### src/design/bdlp_pkg.sv
// Package for the button debouncer with long-press detection.
// Holds key codes, register indexes, field widths and the code-mapping functions.
// No dependencies.
package bdlp_pkg;

	localparam int unsigned BUTTONS_W = 5;
	localparam int unsigned DELAY_W   = 10;
	localparam int unsigned COUNT_W   = 4;
	localparam int unsigned KEY_W     = 4;
	localparam int unsigned REG_IDX_W = 2;

	typedef logic [BUTTONS_W-1:0] buttons_t;
	typedef logic [DELAY_W-1:0]   delay_t;
	typedef logic [COUNT_W-1:0]   count_t;
	typedef logic [KEY_W-1:0]     key_t;
	typedef logic [REG_IDX_W-1:0] reg_idx_t;

	// key event codes
	localparam key_t EV_NONE        = 4'd0;
	localparam key_t EV_RIGHT       = 4'd1;
	localparam key_t EV_CENTER      = 4'd2;
	localparam key_t EV_LEFT        = 4'd3;
	localparam key_t EV_ENC         = 4'd4;
	localparam key_t EV_MODE        = 4'd5;
	localparam key_t EV_CENTER_HELD = 4'd6;
	localparam key_t EV_ENC_HELD    = 4'd7;
	localparam key_t EV_MODE_HELD   = 4'd8;

	// configuration register indexes
	localparam reg_idx_t REG_BOUNCE_MS  = 2'd0;
	localparam reg_idx_t REG_REPEAT_MS  = 2'd1;
	localparam reg_idx_t REG_LONG_COUNT = 2'd2;

	// register reset values
	localparam delay_t BOUNCE_MS_RST  = 10'd50;
	localparam delay_t REPEAT_MS_RST  = 10'd100;
	localparam count_t LONG_COUNT_RST = 4'd5;

	// lowest pressed button wins: right, center, left, encoder, mode
	function automatic key_t first_pressed(input buttons_t b);
		key_t k;
		k = EV_NONE;
		if (b[0])      k = EV_RIGHT;
		else if (b[1]) k = EV_CENTER;
		else if (b[2]) k = EV_LEFT;
		else if (b[3]) k = EV_ENC;
		else if (b[4]) k = EV_MODE;
		return k;
	endfunction

	// right and left have no long form; long codes map to themselves
	function automatic key_t long_form(input key_t code);
		key_t k;
		case (code)
			EV_CENTER: k = EV_CENTER_HELD;
			EV_ENC:    k = EV_ENC_HELD;
			EV_MODE:   k = EV_MODE_HELD;
			default:   k = code;
		endcase
		return k;
	endfunction

endpackage

### src/design/button_debounce_long_press.sv
// Button debouncer with long-press detection: top level.
// A scan goes through one input stage and then one result register, which holds its key_event.
// Throughput: one scan per cycle while the downstream side keeps up; the debounce state advances
// as each registered scan moves into the result register.
// Reset (arst_n low, asynchronous): phase idle, held code and counters zero, registers at
// bounce_ms 50, repeat_ms 100, long_count 5, both pipeline stages empty.
// Depends on bdlp_pkg.
module button_debounce_long_press (
	input  logic       clk,
	input  logic       arst_n,
	// scan stream
	input  logic       s_tvalid,
	output logic       s_tready,
	input  logic [7:0] s_tdata,   // [4:0] buttons, [5] tick, [7:6] zero
	// key event stream
	output logic       m_tvalid,
	input  logic       m_tready,
	output logic [7:0] m_tdata,   // [3:0] key_event, [7:4] zero
	// configuration write port
	input  logic                     wr_en,
	input  bdlp_pkg::reg_idx_t       wr_index,
	input  logic [bdlp_pkg::DELAY_W-1:0] wr_data
);

	// phase codes
	localparam logic [1:0] PH_IDLE   = 2'd0;
	localparam logic [1:0] PH_BOUNCE = 2'd1;
	localparam logic [1:0] PH_HOLD   = 2'd2;

	// configuration registers
	bdlp_pkg::delay_t bounce_ms_q;
	bdlp_pkg::delay_t repeat_ms_q;
	bdlp_pkg::count_t long_count_q;

	// debounce state
	logic [1:0]       phase_q;
	bdlp_pkg::key_t   held_code_q;
	bdlp_pkg::delay_t delay_q;
	bdlp_pkg::count_t hold_periods_q;

	// input stage
	logic               valid_s1;
	bdlp_pkg::buttons_t buttons_s1;
	logic               tick_s1;

	// result register
	logic           out_valid_q;
	bdlp_pkg::key_t key_event_q;

	logic advance;   // the registered scan moves into the result register

	assign advance  = valid_s1 && (!out_valid_q || m_tready);
	assign s_tready = !valid_s1 || advance;

	assign m_tvalid = out_valid_q;
	assign m_tdata  = {4'b0000, key_event_q};

	// Write a register whenever wr_en is high; index three decodes to nothing and is dropped.
	always_ff @(posedge clk or negedge arst_n) begin
		if (!arst_n) begin
			bounce_ms_q  <= bdlp_pkg::BOUNCE_MS_RST;
			repeat_ms_q  <= bdlp_pkg::REPEAT_MS_RST;
			long_count_q <= bdlp_pkg::LONG_COUNT_RST;
		end else if (wr_en) begin
			unique case (wr_index)
				bdlp_pkg::REG_BOUNCE_MS:  bounce_ms_q  <= wr_data;
				bdlp_pkg::REG_REPEAT_MS:  repeat_ms_q  <= wr_data;
				bdlp_pkg::REG_LONG_COUNT: long_count_q <= wr_data[bdlp_pkg::COUNT_W-1:0];
				default: ;
			endcase
		end
	end

	// Input stage: capture a request whenever the stage is free or draining.
	always_ff @(posedge clk or negedge arst_n) begin
		if (!arst_n) begin
			valid_s1 <= 1'b0;
		end else if (s_tready) begin
			valid_s1 <= s_tvalid;
		end
	end

	always_ff @(posedge clk) begin
		if (s_tready && s_tvalid) begin
			buttons_s1 <= s_tdata[bdlp_pkg::BUTTONS_W-1:0];
			tick_s1    <= s_tdata[bdlp_pkg::BUTTONS_W];
		end
	end

	// Next-state logic for the scan in the input stage.
	logic [1:0]       phase_d;
	bdlp_pkg::key_t   held_code_d;
	bdlp_pkg::delay_t delay_d;
	bdlp_pkg::count_t hold_periods_d;
	bdlp_pkg::key_t   key_event_d;
	logic             expire;
	logic             any_pressed;

	always_comb begin
		phase_d        = phase_q;
		held_code_d    = held_code_q;
		delay_d        = delay_q;
		hold_periods_d = hold_periods_q;
		key_event_d    = bdlp_pkg::EV_NONE;
		any_pressed    = |buttons_s1;

		// Count down on a tick; a count of one or zero expires this scan.
		expire = 1'b0;
		if ((phase_q == PH_BOUNCE || phase_q == PH_HOLD) && tick_s1) begin
			if (delay_q <= bdlp_pkg::delay_t'(1)) begin
				expire  = 1'b1;
				delay_d = '0;
			end else begin
				delay_d = delay_q - bdlp_pkg::delay_t'(1);
			end
		end

		unique case (phase_q)
			PH_BOUNCE: begin
				if (expire) begin
					if (!any_pressed) begin
						phase_d = PH_IDLE;
					end else begin
						phase_d        = PH_HOLD;
						delay_d        = repeat_ms_q;
						hold_periods_d = '0;
					end
				end
			end
			PH_HOLD: begin
				if (expire) begin
					if (!any_pressed) begin
						// release: emit the latched code
						phase_d     = PH_IDLE;
						key_event_d = held_code_q;
					end else begin
						if (hold_periods_q < long_count_q) begin
							hold_periods_d = hold_periods_q + bdlp_pkg::count_t'(1);
						end else begin
							held_code_d = bdlp_pkg::long_form(held_code_q);
						end
						delay_d = repeat_ms_q;
					end
				end
			end
			default: begin
				// idle: latch the first pressed button and load the bounce delay
				phase_d = PH_IDLE;
				if (any_pressed) begin
					held_code_d = bdlp_pkg::first_pressed(buttons_s1);
					delay_d     = bounce_ms_q;
					phase_d     = PH_BOUNCE;
				end
			end
		endcase
	end

	// State and result register advance together.
	always_ff @(posedge clk or negedge arst_n) begin
		if (!arst_n) begin
			phase_q        <= PH_IDLE;
			held_code_q    <= bdlp_pkg::EV_NONE;
			delay_q        <= '0;
			hold_periods_q <= '0;
			out_valid_q    <= 1'b0;
		end else begin
			if (advance) begin
				phase_q        <= phase_d;
				held_code_q    <= held_code_d;
				delay_q        <= delay_d;
				hold_periods_q <= hold_periods_d;
				out_valid_q    <= 1'b1;
			end else if (m_tready) begin
				out_valid_q <= 1'b0;
			end
		end
	end

	always_ff @(posedge clk) begin
		if (advance) begin
			key_event_q <= key_event_d;
		end
	end

endmodule
### config.mk
export PLATFORM = sky130hd
export DESIGN_NAME = button_debounce_long_press
export DESIGN_NICKNAME = d
export VERILOG_FILES = /design/src/design/bdlp_pkg.sv /design/src/design/button_debounce_long_press.sv
export SDC_FILE = /design/constraint.sdc
export NUM_CORES = 1
export LEC_CHECK = 0
export BUFFER_PORTS_ARGS = -buffer_cell sky130_fd_sc_hd__buf_2
export CAP_MARGIN = 10
export CELL_PAD_IN_SITES_DETAIL_PLACEMENT = 1
export CELL_PAD_IN_SITES_GLOBAL_PLACEMENT = 2
export CORE_MARGIN = 2
export CORE_UTILIZATION = 34
export DETAILED_ROUTE_END_ITERATION = 6
export PLACE_DENSITY_LB_ADDON = 0.2
export SLEW_MARGIN = 20
export SYNTH_ARGS = -nofsm -noshare
export SYNTH_HDL_FRONTEND = slang
export SYNTH_SLANG_ARGS = --single-unit
### constraint.sdc
create_clock -name clk -period 2.58 [get_ports clk]
set_clock_uncertainty 0.05 [all_clocks]
set_input_delay 0.387 -clock clk [delete_from_list [all_inputs] [get_ports clk]]
set_output_delay 0.387 -clock clk [all_outputs]
set_load 0.01 [all_outputs]
# After elaboration in Yosys (flattened, before gate mapping)
# Index checks and enable logic that the tools add are counted.
# word_totals
word_cells	87
regBits	56
output_inout_bits	10
input_bits	25
# classes
n_bitwise	3
n_addsub	2
n_mux	33
reduce_logical	20
eq_ne	15
order_cmp	2
# op_table
op	count
two-way mux 10 bit	6
two-way mux 4 bit	9
one-hot mux 4 bit (2 select lines)	2
two-way mux 3 bit	5
inequality test 2 bit, second input constant	6
one-hot mux 4 bit (3 select lines)	1
<= comparator 10 x 1 -> 1 bit, second input constant	1
subtractor 10 x 1 -> 10 bit, second input constant	1
equality test 4 x 3 -> 1 bit, second input constant	2
two-way mux 2 bit	4
AND reduction 7 bit	1
OR reduction 7 bit	1
AND reduction 2 bit	3
AND reduction 6 bit	1
two-way mux 1 bit	5
OR reduction 5 bit	1
adder 4 x 1 -> 4 bit, second input constant	1
equality test 2 x 1 -> 1 bit, second input constant	2
equality test 2 bit, second input constant	2
equality test 4 x 2 -> 1 bit, second input constant	1
< comparator 4 bit	1
inequality test 4 x 1 -> 1 bit, second input constant	1
one-hot mux 2 bit (2 select lines)	1
AND reduction 4 bit	1
8 further kinds	16

# Longest topological paths before layout
# Gate-level depths: netlist of run 1.
# depth
depth_word	7
mapped_depth	8
ltp_nobuf	7

# Least setup slack after synthesis of run 1
# Ideal clock, no wire load.
# synth_path
kind	register to register
from	reg phase_q[0]
to	reg held_code_q[1]
required_time_ns	2.402
synth_period_minus_slack_ns	2.526
setup_ns	0.128
t_arrival_ns	2.348
setup_slack_ns	0.054
stages_incl_launch_ff	8
path_buffers	0
path_cell_list	dfrtp_1 > inv_1 > ha_1 > nor4b_4 > nand4_2 > o31a_1 > nor4_4 > mux2_1
# synth_between
elab_chain_len	6
word_cells_on_any_way	11
cone_classes	eq/ne: 5; mux: 2; bitwise: 1; reduce/logical: 3
# synth_rtl
item	line_no	rtl
start, declared	button_debounce_long_press.sv:36	logic [1:0] phase_q;
start signal, assigned	button_debounce_long_press.sv:168	phase_q <= phase_d;
equality test 2 x 1 -> 1 bit / equality test 2 bit (equally long branches)	button_debounce_long_press.sv:109, button_debounce_long_press.sv:118	
logical OR 1 bit	button_debounce_long_press.sv:109	if ((phase_q == PH_BOUNCE || phase_q == PH_HOLD) && tick_s1) begin
logical AND 1 bit	button_debounce_long_press.sv:109	
two-way mux 1 bit	button_debounce_long_press.sv:109	
inequality test 2 bit (no line)	-	
AND reduction 6 bit (no line)	-	
end signal, assigned	button_debounce_long_press.sv:162	held_code_q <= bdlp_pkg::EV_NONE;
end signal, assigned	button_debounce_long_press.sv:169	held_code_q <= held_code_d;
end, declared	button_debounce_long_press.sv:37	bdlp_pkg::key_t held_code_q;
# Several ways; a longest one is shown, not always the timed one.
# A chain may end at the register's enable or synchronous reset.

# Worst setup path in the final report of run 1
# Ends and elaborated chain as after synthesis.

==> results of run 1 <==
final cells by class:
type | instances | area, sq um | area share, %
flip-flops and latches | 56 | 1460 | 44.1
clock buffers | 5 | 68.8 | 2.08
multi-input cells | 178 | 1330 | 40.1
well taps | 105 | 131 | 3.96
clock inverters | 3 | 22.5 | 0.679
repair buffers | 41 | 250 | 7.55
inverters | 14 | 52.6 | 1.58
per-stage QoR:
| step | hold WS (ns) | area [sq um] |
|---|---|---|
| after CTS | 0.0197 | 3320 |
| after global routing | 0.0309 | 3320 |
| after floorplan | 0.0414 | 2900 |
| after global placement | 0.382 | 3220 |
| after detailed placement | 0.374 | 3220 |
| final | 0.00900 | 3320 |
Yosys cell counts (2+ instances only):
master	count	share of area, %
dfrtp_1	38	33
mux2_2	24	9.4
nor2_1	18	2.3
inv_1	14	1.8
o21ai_0	13	2.3
nand2_1	11	1.4
edfxtp_1	10	10
nand3_1	10	1.7
dfstp_2	8	7.3
ha_1	8	3.5
a22oi_1	7	1.8
and3_1	6	1.3
clkbuf_1	6	0.78
nand3b_1	6	1.6
nor3_1	6	1.0
a21oi_1	5	0.87
nand2b_1	5	1.1
a31oi_1	4	0.87
buf_4	4	1.0
mux2_1	3	1.2
mux2i_1	3	1.0
nor4_1	3	0.65
o31ai_1	3	0.78
a221o_1	2	0.69
a32o_1	2	0.69
nor2b_1	2	0.43
nor3b_1	2	0.52
nor4_4	2	1.5
o21a_1	2	0.52
or2_2	2	0.43
or4_1	2	0.52
logic make-up (layout without fill, tap and decap cells):
kind of cell | count (synthesis) | in the layout | share of synthesized area, %
AND/OR/NAND/NOR | 84 | 84 | 17.6
flip-flops | 56 | 56 | 50.6
AO/OA/AOI/OAI | 52 | 52 | 12.8
multiplexers | 30 | 30 | 11.6
buffers and inverters | 25 | 63 | 3.77
adder cells (fa/ha/maj) | 8 | 8 | 3.47
other | 1 | 4 | 0.130
worst min path at each step:
| stage | start | to | slack [ns] |
|---|---|---|---|
| floorplan | arst_n | bounce_ms_q[0] | 0.04 |
| global placement | arst_n | bounce_ms_q[6] | 0.38 |
| detailed placement | arst_n | bounce_ms_q[6] | 0.37 |
| CTS | arst_n | bounce_ms_q[6] | 0.02 |
| global route | arst_n | bounce_ms_q[9] | 0.03 |
| finish | arst_n | bounce_ms_q[6] | 0.009 |
registers in the layout (all words and copies together), names as in the netlist:
name	cells
hold_periods_q	4
delay_q	10
held_code_q	4
key_event_q	4
long_count_q	4
m_tvalid	1
tick_s1	1
bounce_ms_q	10
buttons_s1	5
phase_q	2
repeat_ms_q	10
valid_s1	1
routing by layer:
layer / global-route usage, % / wire length, um
met5: 0 / 0
met4: 4.64 / 87
met2: 25.4 / 3230
met1: 24.1 / 3400
met3: 2.98 / 150
what timing repair did:
item,4_1_cts,5_1_grt
hold buffers,0,0
resized for setup,0,0
endpoints found under the setup margin,0,3
endpoints found under the hold margin,0,0
power by group through the flow:
| stage | logic, mW | clock network (mW) | registers, mW |
|---|---|---|---|
| global route | 1.00 | 0.563 | 1.35 |
| CTS | 0.895 | 0.528 | 1.32 |
| floorplan | 0.617 | 0 | 1.28 |
| global placement | 0.883 | 0 | 1.33 |
| detailed placement | 0.890 | 0 | 1.33 |
| finish | 0.885 | 0.505 | 1.31 |
==> run metrics, run 1 <==
maximum frequency from static timing analysis 0.420 GHz; sum of negative setup slack 0 ns; Wirelength per Cell 17.1 um; starting DRC count in detailed routing 104; aggregate global routing overflow 0; share of power burned in registers 48.6%; sequential-to-total area share from yosys stat 50.6%; boundary pin count 35; arrival time reported for the critical path endpoint 2.54 ns; synthesis-to-layout area growth 14.8%; fin crit share 92.4%; number of setup buffers added after CTS 0; Worst Path Class, Setup reg -> reg; commonest cells after routing, fill and taps aside 38 x dfrtp_1, 28 x buf_2, 24 x mux2_2, 18 x nor2_1, 14 x inv_1; flops & latches, synth 56; CP top delay family simple AND/OR/NAND/NOR gates; Root Buffer Master clkbuf_8; sum of routed wire length over all layers 6.87 mm; number of routed nets with antenna violations 0; crit-path max cell delay 0.38 ns; Hold Path Class in -> async; required time at the worst-slack endpoint 2.74 ns; Max clock buf depth 2; crit path capture held_code_q[1]; part of the total power dissipated in combinational logic 32.7%; number of non-filler instances in the completed layout 402; first-pass GRT wire length 11.5 mm; via count 2139; mean instance size in the synthesized netlist 11.3 sq um; number of synthesized flops with an enable pin 10; Remaining DRCs 0; R2R Setup Slk 0.20 ns; most common cell after layout, fill and taps aside dfrtp_1; hold violation total from the final report 0; largest net degree at the start of global routing 25; synthesized area 0.00289 sq mm; placed wire-length estimate 5.18 mm; Setup crit start kind flop; peak ir drop on the vdd network 0.262 mV; die extent in y 96.2 um; Reg-to-Reg Start phase_q[0]; primary flip-flop cell chosen by synthesis mapping dfrtp_1; die footprint 0.00925 sq mm; Net Sw Power 985 uW; post-detailed-route via-to-cell ratio 5.32; internal power 1.72 mW; static leakage 1.40 nW; part of the total power dissipated in the clock network 18.7%; final period demand of the worst path 2.38 ns; slew at the pin closest to its max-slew limit 0.612 ns; routability congestion estimate from global placement 0.761; Buffers & Inverters on Critical Path 1; Antenna diodes 0; Rows 33; clock tree from TritonCTS built; initial antenna violation count 0; placeable core region 0.00822 sq mm; max-slew headroom at the worst pin 59.2%; minimum setup slack in the final design 0.197 ns; distinct cell type count after synthesis 56; clock-pin transition on the worst setup and hold timing paths 0.11 ns; total number of cells along the worst setup path 7; depth of the worst register-to-register path 7; total clock sinks 56; number of nets in the finished design 329; number of fillers in the final layout 933; placed cell count 394; clock latency at the later pin of the worst-skew pair 0.32 ns; count of H-tree levels built during CTS 2; terminus of the critical flop-to-flop path held_code_q[1]; Overall Power 2.70 mW; share of final-layout standard cells stronger than drive strength 1 30.0%; status finished, final reports clean; Initial Util 35.1%; max capacitance violation total 0; RSZ-0062 raised after global routing no; gate count of the mapped netlist 256; async set-reset flop share out of synthesis 82.1%; cts bufs inserted 5; slowest CP cell dfrtp_1; number of pins with negative max-slew slack in the final report 0; drt first pass iters 4; source of the critical timing path phase_q[0]; placement-stage worst setup slack 0.0584 ns; nature of the critical path endpoint flop; overall global routing resource usage 16.6%; Setup Viol. Count Final 0; critical path, cell by cell inv_1 > ha_1 > nor4b_4 > nand4_2 > o31a_1 > nor4_4 > mux2_1; maximum fanout count along the critical path 4; power density of the placed cells 816 mW/mm^2; total of buffers placed on input and output ports 28; horizontal die dimension 96.2 um; Net Sw Frac 36.4%; utilization after layout 40.4%; number of global-route vias before repair 2178; warning count from the yosys run 0
Note: power is estimated with default switching activity, not from simulation.
==> run 2, diff against run 1 <==
ABC_AREA = 1   (was default)
CORE_UTILIZATION = 31   (was 34)
REMOVE_ABC_BUFFERS = 1   (was default)
==> run 2 against run 1 <==
Combinational power increased by 44%. Critical path depth up 5. Non-clock buffer count decreased by 8. Clock power rose by 25%. Clock-buffer cell count is 2 higher. Routed wire length grew 1.6%. Synthesized cell count is 41% higher. Cell count rose by 30%.
==> run metrics, run 2 <==
async set-reset flop share out of synthesis 82.1%; Worst Path Class, Setup reg -> reg; R2R Setup Slk 0.59 ns; static leakage 1.65 nW; leading cell types by total area after synthesis dfrtp_1 32%, nand2_1 12%, edfxtp_1 10%; crit path capture delay_q[5]; Wirelength per Cell 13.4 um; top-count cell post-synth nand2_1; utilization after layout 36.6%; clock-pin transition on the worst setup and hold timing paths 0.10 ns; sum of routed wire length over all layers 6.98 mm; primary flip-flop cell chosen by synthesis mapping dfrtp_1; Remaining DRCs 0; max-slew headroom at the worst pin 51.9%; peak ir drop on the vdd network 0.256 mV; cell occurring most often along the worst timing path nand2_1; Max clock buf depth 2; power density of the placed cells 925 mW/mm^2; minimum setup slack in the final design 0.594 ns; fin crit share 77.0%; total clock sinks 56; Root Buffer Master clkbuf_8; hold-fix buffers at CTS 1; warning count from the yosys run 0; Rows 35; number of global-route vias before repair 2443; number of pins with negative max-slew slack in the final report 0; cts bufs inserted 5; number of routed nets with antenna violations 0; sum of negative setup slack 0 ns; synthesis-to-layout area growth 14.0%; starting DRC count in detailed routing 78; hold violation total from the final report 0; gate count of the mapped netlist 360; initial antenna violation count 0; slowest CP cell dfrtp_1; via count 2355; top cell type by total area after synthesis dfrtp_1; Hold Path Stages 1; placement-stage worst setup slack 0.577 ns; RSZ-0062 raised after global routing no; overall global routing resource usage 14.9%; count of H-tree levels built during CTS 2; drt first pass iters 4; boundary pin count 35; share of final-layout standard cells stronger than drive strength 1 18.3%; mean instance size in the synthesized netlist 8.33 sq um; leading post-synthesis cells by instance count 93 x nand2_1, 44 x inv_1, 40 x o21ai_0, 38 x dfrtp_1, 27 x nor2_1; aggregate global routing overflow 0; clock tree from TritonCTS built; nature of the critical path endpoint flop; post-route cell area 0.00342 sq mm; placed wire-length estimate 5.23 mm; distinct cell type count after synthesis 36; hold_ws 0.199 ns; placed cell count 513; post-detailed-route via-to-cell ratio 4.51; first-pass GRT wire length 12.0 mm; die footprint 0.0105 sq mm; number of non-filler instances in the completed layout 522; Reg-to-Reg Start phase_q[0]; maximum fanout count along the critical path 8; critical path, cell by cell inv_1 > ha_1 > inv_2 > nand2_2 > nor2_4 > nand3_4 > nand2_2 > inv_2 > nand2_1 > nand3_1 > nand2_1 > nand2_1; Hold Path Class in -> reg; placeable core region 0.00933 sq mm; die extent in y 102 um; registers with the most flip-flops bounce_ms_q (10), delay_q (10), repeat_ms_q (10); horizontal die dimension 102 um; source of the critical timing path phase_q[0]; Setup Viol. Count Final 0; sequential-to-total area share from yosys stat 48.7%; Initial Util 32.2%; terminus of the critical flop-to-flop path delay_q[5]; top-area cell type share of the netlist area 31.7%; crit-path max cell delay 0.37 ns; Antenna diodes 0; required time at the worst-slack endpoint 2.74 ns; total of buffers placed on input and output ports 28; maximum frequency from static timing analysis 0.504 GHz; slew at the pin closest to its max-slew limit 0.720 ns; max capacitance violation total 0; Overall Power 3.16 mW; flops & latches, synth 56; status finished, final reports clean; largest net degree at the start of global routing 21; number of nets in the finished design 425; clock latency at the later pin of the worst-skew pair 0.31 ns; number of setup buffers added after CTS 0; number of synthesized flops with an enable pin 10; commonest cells after routing, fill and taps aside 93 x nand2_1, 44 x inv_1, 40 x o21ai_0, 38 x dfrtp_1, 28 x buf_2; most common cell after layout, fill and taps aside nand2_1; arrival time reported for the critical path endpoint 2.14 ns; synthesized area 0.00300 sq mm; number of fillers in the final layout 1161; depth of the worst register-to-register path 12; routability congestion estimate from global placement 0.785; post-cts resize count 0; final period demand of the worst path 1.99 ns; Setup crit start kind flop; cell area after placement 0.00328 sq mm
[run 2: worst min path at each step]
| stage | from | end | slack [ns] |
|---|---|---|---|
| 2_1_floorplan | arst_n | bounce_ms_q[0] | 0.04 |
| 3_3_place_gp | arst_n | delay_q[9] | 0.30 |
| 3_5_place_dp | arst_n | delay_q[9] | 0.31 |
| 4_1_cts | s_tdata[1] | buttons_s1[1] | 0.19 |
| 5_1_grt | s_tdata[5] | tick_s1 | 0.18 |
| 6_report | s_tdata[1] | buttons_s1[1] | 0.20 |
[run 2: cell type report]
class	instances	area, sq um	area share (%)
Timing Repair Buffer	33	193	5.64
Clock buffer	7	96.3	2.82
Sequential cell	56	1460	42.8
Multi-Input combinational cell	246	1280	37.5
Tap cell	129	161	4.72
Inverter	50	195	5.71
Clock inverter	1	30.0	0.878
[run 2: cell families after synthesis]
family / share of synthesized area [%]
DFF: 48.7
xor gates and xnor gates: 1.46
other: 0.125
buffers and inverters: 8.93
AOI/OAI and AO/OA: 11.7
and+or+nand+nor: 25.7
adders and majority gates: 3.34
[run 2: layer usage]
metal  global-route usage, %  vias to the layer above  wire, um
met5                       0                        -         0
met4                    4.00                        0        72
met3                    2.05                        5       144
met2                    25.0                       33      3200
met1                    20.2                     1110      3570
li1                        -                     1207         -
[run 2: power breakdown]
group	switching (mW)	internal [mW]	total (mW)
combinational	0.849	0.418	1.27
clock	0.288	0.343	0.631
sequential	0.143	1.12	1.26
[run 2: worst max-delay path: cells and delay by family, from the launching register on]
kind	cells	cell delay (ns)
buffers and inverters	3	0.25
AND/OR/NAND/NOR	8	0.85
adder cells (fa/ha/maj)	1	0.36
flip-flops	1	0.37
==> run 3, diff against run 2 <==
ABC_AREA = 0   (was 1)
CORE_UTILIZATION = 34   (was 31)
clock period = 1.8 ns   (was 2.58 ns; I/O delays follow)
==> run 3 against run 2 <==
The run now ends with negative setup slack left. Total power rose by 49%. Core utilization is 12 points higher. Routed wire length is 14% higher. Worst setup slack got worse by 1.1 ns. Clock power up 16%. Hold slack got worse by 0.13 ns. Die area fell by 12%. Flip-flop and latch count unchanged. Non-clock buffer count increased by 71. Sequential power rose by 45%. Design area up 18%. Largest cell class is now multi-input gates. Highest routed layer unchanged.
==> run metrics, run 3 (same netlist as run 1, synthesis figures left out) <==
Root Buffer Master clkbuf_8; critical path, cell by cell ha_4 > nor4b_4 > nand4_2 > o31a_1 > nor4_4 > buf_4 > mux2_4; Antenna diodes 0; clock-pin transition on the worst setup and hold timing paths 0.11 ns; die extent in y 96.2 um; Net Sw Power 1.68 mW; registers with the most flip-flops bounce_ms_q (10), delay_q (10), repeat_ms_q (10); aggregate global routing overflow 0; number of routed nets with antenna violations 0; total clock sinks 56; synthesis-to-layout area growth 39.7%; utilization after layout 49.1%; sequential standard cell area 0.00146 sq mm; crit-path max cell delay 0.43 ns; final period demand of the worst path 2.26 ns; max capacitance violation total 0; clock tree from TritonCTS built; number of nets in the finished design 392; power density of the placed cells 1170 mW/mm^2; hold violation total from the final report 0; cts bufs inserted 5; arrival time reported for the critical path endpoint 2.42 ns; Worst Path Class, Setup reg -> reg; number of pins with negative max-slew slack in the final report 0; Wirelength per Cell 17.2 um; maximum fanout count along the critical path 3; share of final-layout standard cells stronger than drive strength 1 50.8%; most common cell after layout, fill and taps aside buf_4; Hold Path Stages 1; peak ir drop on the vdd network 0.527 mV; routability congestion estimate from global placement 0.825; number of fillers in the final layout 898; die footprint 0.00925 sq mm; maximum frequency from static timing analysis 0.443 GHz; internal power 3.02 mW; part of the total power dissipated in the clock network 15.6%; Setup Viol. Count Final 23; total number of cells along the worst setup path 7; boundary pin count 35; number of non-filler instances in the completed layout 465; initial antenna violation count 0; post-detailed-route via-to-cell ratio 5.19; placed wire-length estimate 5.62 mm; minimum setup slack in the final design -0.460 ns; Net Sw Frac 35.8%; starting DRC count in detailed routing 103; first-pass GRT wire length 13.0 mm; Rows 33; Initial Util 35.1%; Setup crit start kind flop; CP top delay family simple AND/OR/NAND/NOR gates; largest net degree at the start of global routing 19; share of power burned in registers 38.8%; horizontal die dimension 96.2 um; total of buffers placed on input and output ports 28; RSZ-0062 raised after global routing yes; required time at the worst-slack endpoint 1.96 ns; number of global-route vias before repair 2520; fin crit share 126%; nature of the critical path endpoint flop; Hold Path Class in -> reg; commonest cells after routing, fill and taps aside 60 x buf_4, 38 x dfrtp_1, 28 x buf_2, 24 x mux2_2, 15 x buf_6; count of H-tree levels built during CTS 2; depth of the worst register-to-register path 7; drt first pass iters 4; cell area after placement 0.00357 sq mm; overall global routing resource usage 18.6%; part of the total power dissipated in combinational logic 45.6%; via count 2413; sum of routed wire length over all layers 7.99 mm; Max clock buf depth 2; placed cell count 442; Remaining DRCs 0; placeable core region 0.00822 sq mm; placement-stage worst setup slack -0.649 ns; status finished, violations left; static leakage 1.76 nW; post-route cell area 0.00403 sq mm; clock latency at the later pin of the worst-skew pair 0.32 ns; Buffers & Inverters on Critical Path 1; violations in the final reports negative setup slack; total area of multi-input combinational cells 0.00153 sq mm; slowest CP cell dfrtp_1
-- run 3: layout make-up --
| cell class | count | share of cell area (%) |
|---|---|---|
| flip-flops and latches | 56 | 36.2 |
| inverters | 14 | 1.30 |
| repair buffers | 104 | 19.1 |
| well taps | 105 | 3.26 |
| clock inverters | 3 | 0.558 |
| multi-input cells | 178 | 37.9 |
| clock buffers | 5 | 1.71 |
-- run 3: per-layer routing --
metal / part of all wire [%] / track usage (%) / vias to the layer above
met2: 51 / 30.7 / 36
met1: 46 / 25.2 / 1224
li1: - / - / 1149
met3: 2.6 / 2.66 / 4
met5: 0 / 0 / -
met4: 0.95 / 5.60 / 0
-- run 3: worst paths after layout --
| path | start | endpoint | slack [ns] |
|---|---|---|---|
| worst min register to register | repeat_ms_q[7] | repeat_ms_q[7] | 0.47 |
| worst min-delay path | s_tdata[5] | tick_s1 | 0.07 |
| worst max-delay path | phase_q[1] | held_code_q[2] | -0.46 |
| max in group asynchronous | arst_n | bounce_ms_q[1] | 0.68 |
| worst max register to register | phase_q[1] | held_code_q[2] | -0.46 |
| min in group asynchronous | arst_n | delay_q[7] | 0.37 |
-- run 3: timing repair --
| item | 4_1_cts | 5_1_grt |
|---|---|---|
| endpoints found under the hold margin | 16 | 0 |
| setup endpoints to repair | 24 | 24 |
| hold buffers | 1 | 0 |
| pin swaps | 24 | 14 |
| resized for setup | 50 | 16 |
| setup buffers | 11 | 7 |
-- run 3: worst reg2reg max path, delay by kind of cell, from the launching register on --
kind / cells / cell delay, ns
muxes: 1 / 0.30
DFF: 1 / 0.43
and+or+nand+nor: 3 / 0.63
adders and majority gates: 1 / 0.26
buffers and inverters: 1 / 0.19
AOI/OAI and AO/OA: 1 / 0.29
-- run 3: stage by stage --
| step | total power [mW] | TNS, ns | hold WS [ns] |
|---|---|---|---|
| after floorplan | 2.70 | -8.96 | -0.0756 |
| after detailed placement | 3.59 | -9.09 | 0.189 |
| after global routing | 5.03 | -9.46 | 0.0657 |
| final | 4.70 | -6.70 | 0.0731 |
| after CTS | 4.60 | -5.01 | 0.0676 |
| after global placement | 3.55 | -8.12 | 0.196 |
-- run 3: power groups by stage --
| stage | Clock, mW | Sequential [mW] | Combinational [mW] |
|---|---|---|---|
| final | 0.732 | 1.83 | 2.15 |
| after global routing | 0.810 | 1.87 | 2.35 |
| after CTS | 0.752 | 1.82 | 2.02 |
| after detailed placement | 0 | 1.84 | 1.76 |
| after global placement | 0 | 1.82 | 1.73 |
| after floorplan | 0 | 1.83 | 0.870 |
